## src/hw/rtl/srmc_pkg.sv

```systemverilog
// Shared constants and saturating arithmetic helpers for the step-rate controller.
// No dependencies.
package srmc_pkg;

  localparam int TICK_FREQUENCY     = 1000000;
  localparam int RATE_FRACTION_BITS = 32;

  localparam logic signed [63:0] S64_MAX = 64'sh7FFF_FFFF_FFFF_FFFF;
  localparam logic signed [63:0] S64_MIN = 64'sh8000_0000_0000_0000;

  localparam logic signed [63:0] NS_PER_S = 64'sd1000000000;
  localparam logic signed [63:0] Q_ONE    = 64'sh0000_0001_0000_0000;

  function automatic logic signed [63:0] sat_add(input logic signed [63:0] a,
                                                 input logic signed [63:0] b);
    logic signed [63:0] s;
    s = a + b;
    if (!a[63] && !b[63] && s[63]) return S64_MAX;
    if (a[63] && b[63] && !s[63]) return S64_MIN;
    return s;
  endfunction

  function automatic logic signed [63:0] sat_sub(input logic signed [63:0] a,
                                                 input logic signed [63:0] b);
    logic signed [63:0] s;
    s = a - b;
    if (!a[63] && b[63] && s[63]) return S64_MAX;
    if (a[63] && !b[63] && !s[63]) return S64_MIN;
    return s;
  endfunction

  function automatic logic signed [63:0] sat_neg(input logic signed [63:0] a);
    return (a == S64_MIN) ? S64_MAX : -a;
  endfunction

  function automatic logic [63:0] magnitude(input logic signed [63:0] a);
    return a[63] ? 64'(-a) : 64'(a);
  endfunction

endpackage

```

## src/hw/rtl/srmc_muldiv.sv

```systemverilog
// Shared multiply-divide unit: round(x * m / d), ties away from zero, saturated.
// Depends on srmc_pkg. Four 32x32 partial products, then one quotient bit per cycle.
module srmc_muldiv (
  input  logic               clk,
  input  logic               rst,
  input  logic               start,
  input  logic signed [63:0] x,
  input  logic signed [63:0] m,
  input  logic [63:0]        d,
  output logic               done,
  output logic signed [63:0] result
);

  localparam logic [2:0] PH_IDLE = 3'd0;
  localparam logic [2:0] PH_MUL  = 3'd1;
  localparam logic [2:0] PH_CHK  = 3'd2;
  localparam logic [2:0] PH_DIV  = 3'd3;
  localparam logic [2:0] PH_RND  = 3'd4;
  localparam logic [2:0] PH_INC  = 3'd5;
  localparam logic [2:0] PH_OUT  = 3'd6;

  logic [2:0]   phase;
  logic [63:0]  a;
  logic [63:0]  b;
  logic         neg;
  logic [63:0]  dr;
  logic [127:0] prod;
  logic [1:0]   k;
  logic [63:0]  rem;
  logic [63:0]  lo;
  logic [63:0]  q;
  logic [5:0]   cnt;
  logic         up;

  logic [63:0]  lim;
  logic [63:0]  pp;
  logic [127:0] pp_sh;
  logic [63:0]  rem_sh;
  logic         carry;
  logic [63:0]  q_lim;

  assign lim = neg ? 64'h8000_0000_0000_0000 : 64'h7FFF_FFFF_FFFF_FFFF;

  always_comb begin
    pp    = 64'(a[32*k[1] +: 32]) * 64'(b[32*k[0] +: 32]);
    case (k)
      2'd0:    pp_sh = {64'd0, pp};
      2'd3:    pp_sh = {pp, 64'd0};
      default: pp_sh = {32'd0, pp, 32'd0};
    endcase
    carry  = rem[63];
    rem_sh = {rem[62:0], lo[63]};
    q_lim  = (q > lim) ? lim : q;
  end

  always_ff @(posedge clk) begin
    if (rst) begin
      phase <= PH_IDLE;
      done  <= 1'b0;
    end else begin
      done <= 1'b0;
      unique case (phase)
        PH_IDLE: begin
          if (start) begin
            a     <= srmc_pkg::magnitude(x);
            b     <= srmc_pkg::magnitude(m);
            neg   <= x[63] != m[63];
            dr    <= d;
            prod  <= '0;
            k     <= 2'd0;
            phase <= PH_MUL;
          end
        end
        PH_MUL: begin
          prod <= prod + pp_sh;
          k    <= k + 2'd1;
          if (k == 2'd3) phase <= PH_CHK;
        end
        PH_CHK: begin
          if (prod == '0) begin
            q     <= '0;
            phase <= PH_OUT;
          end else if (dr == '0 || prod[127:64] >= dr) begin
            q     <= lim;
            phase <= PH_OUT;
          end else begin
            rem   <= prod[127:64];
            lo    <= prod[63:0];
            q     <= '0;
            cnt   <= '0;
            phase <= PH_DIV;
          end
        end
        PH_DIV: begin
          if (carry || rem_sh >= dr) begin
            rem <= rem_sh - dr;
            q   <= {q[62:0], 1'b1};
          end else begin
            rem <= rem_sh;
            q   <= {q[62:0], 1'b0};
          end
          lo  <= {lo[62:0], 1'b0};
          cnt <= cnt + 6'd1;
          if (cnt == 6'd63) phase <= PH_RND;
        end
        PH_RND: begin
          up    <= rem >= (dr - rem);
          phase <= PH_INC;
        end
        PH_INC: begin
          if (up) q <= (q == '1) ? lim : q + 64'd1;
          phase <= PH_OUT;
        end
        PH_OUT: begin
          result <= neg ? -$signed(q_lim) : $signed(q_lim);
          done   <= 1'b1;
          phase  <= PH_IDLE;
        end
        default: phase <= PH_IDLE;
      endcase
    end
  end

endmodule

```

## config.mk

```make
export PLATFORM = sky130hd
export DESIGN_NAME = srmc_muldiv
export DESIGN_NICKNAME = d
export VERILOG_FILES = /design/src/hw/rtl/srmc_pkg.sv /design/src/hw/rtl/srmc_muldiv.sv
export SDC_FILE = /design/constraint.sdc
export NUM_CORES = 2
export LEC_CHECK = 0
export BUFFER_PORTS_ARGS = -buffer_cell sky130_fd_sc_hd__buf_2
export CORE_ASPECT_RATIO = 0.9
export CORE_UTILIZATION = 32
export DETAILED_ROUTE_END_ITERATION = 10
export PLACE_DENSITY = 0.44
export SYNTH_ARGS = -nofsm -noshare
export SYNTH_HDL_FRONTEND = slang
export SYNTH_SLANG_ARGS = --single-unit
```

## constraint.sdc

```tcl
create_clock -name clk -period 37.5 [get_ports clk]
set_input_delay 5.625 -clock clk [delete_from_list [all_inputs] [get_ports clk]]
set_output_delay 5.625 -clock clk [all_outputs]
set_load 0.01 [all_outputs]
```

Yosys cells after proc, flatten, opt, wreduce, memory -nomap -nowiden --
Cells that the tools add are included.
Word-level totals: word-level logic and storage cells 98, output and inout port bits 65, register bits 590
Cells by class: multiplexer cells 33, shifts and indexed selects 2, reduce and logical (&&, ||, !) cells 16, add/sub/neg operators 9, equal/unequal tests 16, $lt $le $gt $ge 4, $mul 1, bitwise operators 1
Operators with widths (count):
- two-way mux 64 bit | 12
- one-hot mux 128 bit (2 select lines) | 2
- one-hot mux 64 bit (2 select lines) | 2
- >= comparator 64 bit | 3
- negation 64 bit | 3
- one-hot mux 64 bit (3 select lines) | 1
- adder 128 bit | 1
- zero test 128 bit | 1
- two-way mux 128 bit | 1
- variable part select 64 x 7 -> 32 bit | 2
- subtractor 64 bit | 2
- two-way mux 63 bit | 2
- adder 64 x 1 -> 64 bit, second input constant | 1
- == test 64 bit, second input constant | 1
- > comparator 64 bit | 1
- zero test 64 bit | 1
- multiplier 32 x 32 -> 64 bit | 1
- one-hot mux 3 bit (6 select lines) | 1
- two-way mux 3 bit | 5
- two-way mux 6 bit | 2
- inequality test 2 bit, second input constant | 6
- one-hot mux 6 bit (2 select lines) | 1
- AND reduction 3 bit | 4
- == test 3 bit, second input constant | 3
- other kinds (18) | 23

Longest topological paths before layout --
depth after elaboration 5, depth in mapped cells 50, depth with buffers taken out 46

Worst setup path before layout --
OpenSTA, ideal clock, no wires.
kind input to register, start input rst, end register cnt[0] (enable), cell stages on the path 1, buffers on the path 0, setup slack 21.322 ns, setup time 0.822 ns, required time 36.678 ns, arrival 15.357 ns, cell sequence nor3b_1
On the way: word-level cells in the longest chain between the ends 2
RTL lines:
- from (decl) | line srmc_muldiv.sv:5 | input logic rst,
- inverter 1 bit (no source line)
- AND reduction 4 bit (no source line)
- to (signal assigned) | line srmc_muldiv.sv:103 | cnt <= cnt + 6'd1;
- to (decl) | line srmc_muldiv.sv:32 | logic [5:0] cnt;
No other way between the ends. A chain may end at the register's enable or synchronous reset.

Worst setup path after layout --
start register k[1], end register prod[121], data pin
On the way: word-level cells in the longest chain between the ends 5, elaborated cells between the ends (all ways) 7, classes of those cells add/sub: 1; mul: 1; eq/ne: 1; shift: 1; mux: 2; reduce/logical: 1
RTL lines:
- from (decl) | line srmc_muldiv.sv:28 | logic [1:0] k;
- from (signal assigned) | line srmc_muldiv.sv:76 | k <= k + 2'd1;
- variable part select 64 x 7 -> 32 bit | line srmc_muldiv.sv:45 | pp = 64'(a[32*k[1] +: 32]) * 64'(b[32*k[0] +: 32]);
- multiplier 32 x 32 -> 64 bit | line srmc_muldiv.sv:45
- one-hot mux 128 bit (2 select lines) (*) | line srmc_muldiv.sv:46 | case (k)
- adder 128 bit (*) | line srmc_muldiv.sv:75 | prod <= prod + pp_sh;
- one-hot mux 128 bit (2 select lines) (*) | line srmc_muldiv.sv:62 | unique case (phase)
- to (signal assigned) | line srmc_muldiv.sv:75
- to (decl) | line srmc_muldiv.sv:27 | logic [127:0] prod;
Mark *: on every way between the ends. The rest lies on a longest branch, timed or not.

==> metrics.txt <==
number of enable-type register cells in the synthesized netlist 586; y dimension of the die 481 µm; total number of placement rows between 150 and 200; hold buffer count at CTS 0; count of nets left with antenna violations after detail routing 0; number of sinks handled by clock tree synthesis 590; CTS tree built; vias after detailed routing 69000; Final Hold Viols 0; proportion of netlist area held by the largest area contributor 22.1%; number of setup violations in the final report 0; Final Wtd Congestion 0.925; Via density approximately 5.4; HPWL after DPL 240 mm; Core Footprint between 200000 and 300000 µm²; wire length after detailed routing slightly above 300 mm; Setup TNS 0 ns; Worst setup EP type register; initial core utilization 32.2%; most used cell along the critical path sky130_fd_sc_hd__fa_1; final standard cell utilization of the core 35.3%; category of the worst setup path launch point register; number of fill cells 26200; signed area change from the synthesized netlist to the final layout 9.72%; NumNets Final 11100; max-capacitance violation count 0; maximum number of pins on one net before global-route repair about 140; data arrival time of the critical path 15.92 ns; via count of the first global-routing pass 67700; CTS clock-pin slew for the worst setup and hold paths around 0.080 ns; Hold/Removal Path Class register to register; post-DR wirelength/cell roughly 24 µm; global routing usage summed across all routing layers 23.6%; Tmin final ~15 ns; outcome finished clean; clock latency on the worst-skew pair 0.76 ns; Die Outline Area 257000 µm²; most area-consuming cells after synthesis sky130_fd_sc_hd__fa_1, sky130_fd_sc_hd__edfxtp_1, sky130_fd_sc_hd__ha_1, sky130_fd_sc_hd__inv_1, sky130_fd_sc_hd__nand2_1; sequential share of the synthesized area 21.7%; # resized after CTS 0; Starting DRT DRC Count 5924; setup repair after global routing missed its margin false; detailed-routing iteration count for the pre-antenna-repair pass 6; proportion of layout cells with a drive suffix above 1 7.39%; timing-limited maximum frequency 64.7 MHz; area of the mapped netlist 81500 µm²; leading cell type in the layout, fill and taps excluded sky130_fd_sc_hd__inv_1; share of synthesized flip-flops with an asynchronous set or reset 0%; number of synthesized register bits 590; worst clock skew 0.0773 ns; number of pins with negative max-slew slack in the final report 0; count of buffers added by post-CTS timing repair for setup 0; required arrival time at the worst endpoint between 30 and 40 ns; Crit Path Category register to register; total area of multi-input combinational cells 58100 µm²; area of all sequential standard cells 17700 µm²; commonest cells after routing, fill and taps aside sky130_fd_sc_hd__inv_1, sky130_fd_sc_hd__nand2_1, sky130_fd_sc_hd__nor2_1, sky130_fd_sc_hd__fa_1, sky130_fd_sc_hd__ha_1; width of the die between 500 and 600 µm; cell type contributing the most total cell area after synthesis sky130_fd_sc_hd__fa_1; syn_nets 11100; highest net fanout along the worst path 63; Post-route DRC 0; Clock H-tree levels 3; top-level I/O count 260; grt total ovfl 0; clk root buf sky130_fd_sc_hd__clkbuf_16; highest-delay cell along the critical path sky130_fd_sc_hd__mux2i_4; port buffer count 259; Yosys warning count 0; actual slew at the worst max-slew pin 1.37 ns; final period utilization 41.2%; post-synthesis cell type count 79; post-synthesis average cell area 8.76 µm²; number of instances in the synthesized netlist 9298; first-pass GRT wire length 452 mm; largest buffer count on any clock path 3; Primary FF master, synth sky130_fd_sc_hd__edfxtp_1; stage delay of the slowest cell on the critical path 1.00 ns; Max-slew headroom 6.17%; Num CTS Buffers between 80 and 90; number of antenna violations at the first check in global routing 10
-- cells by family (layout without fill, tap and decap cells) --
group / count (synthesis) / after routing / share of synthesized area, %
AND/OR/NAND/NOR: 3003 / 3003 / 16.4
XOR/XNOR: 470 / 470 / 5.05
multiplexers: 133 / 133 / 1.73
flip-flops: 590 / 590 / 21.7
AO/OA/AOI/OAI: 1868 / 1868 / 14.4
adder cells (fa/ha/maj): 1622 / 1622 / 33.2
buffers and inverters: 1612 / 1668 / 7.43
other: 0 / 3 / 0
-- cell type report --
class,count,share of cell area [%]
tap,3363,4.71
sequential,590,19.8
clock inverter,58,0.846
inverter,1140,4.79
antenna,3,0.00840
multi-input combinational,7096,65.0
clock buffer,93,2.39
timing repair buffer,377,2.46
-- per-layer routing --
layer | track usage [%] | share of wire (%) | wire length (µm)
met5 | 0 | 0.032 | 99
met3 | 3.67 | 7.3 | 22300
met4 | 6.14 | 2.7 | 8410
met1 | 34.9 | 47 | 145000
met2 | 35.4 | 43 | 131000
-- worst paths after layout --
check	from	endpoint	slack, ns	cells past startpoint
max	k[1]	prod[121]	22.05	40
min reg2reg	lo[48]	lo[49]	0.46	2
min	lo[48]	lo[49]	0.46	2
max reg2reg	k[1]	prod[121]	22.05	40
-- critical path: cells and delay by family, from the launching register on --
kind / cells / cell delay (ns)
AO/OA/AOI/OAI: 14 / 5.40
flip-flops: 1 / 0.52
adder cells (fa/ha/maj): 10 / 4.90
AND/OR/NAND/NOR: 8 / 1.65
multiplexers: 1 / 1.00
XOR/XNOR: 2 / 0.61
buffers and inverters: 5 / 1.07
-- sequential cells by signal (all words and copies together), names as in the netlist --
register  flops
b            64
a            64
cnt           6
neg           1
phase         3
rem          64
q            64
k             2
dr           64
result       64
up            1
lo           64
prod        128
done          1
-- synthesized netlist by cell type, drive strengths merged (154+ instances only) --
library cell,instances
a21o,242
nand2,1072
ha,723
inv,1139
a21oi,594
nor2,1051
clkbuf,441
xor2,154
o21ai,435
edfxtp,586
fa,899
xnor2,316
-- metrics by stage --
step | cell area (µm²) | worst slack [ns] | std cells | hold WS [ns]
finish | 89400 | 22.05 | 12700 | 0.464
global route | 89400 | 21.28 | 12700 | 0.480
CTS | 89400 | 22.04 | 12700 | 0.470
detailed placement | 86500 | 22.10 | 12600 | 0.495
global placement | 86500 | 22.28 | 12600 | 0.489
floorplan | 81500 | 21.32 | 9298 | 0.484
Power is not shown: default switching activity piles up to over one toggle a cycle in this logic, so the estimate is an artifact.
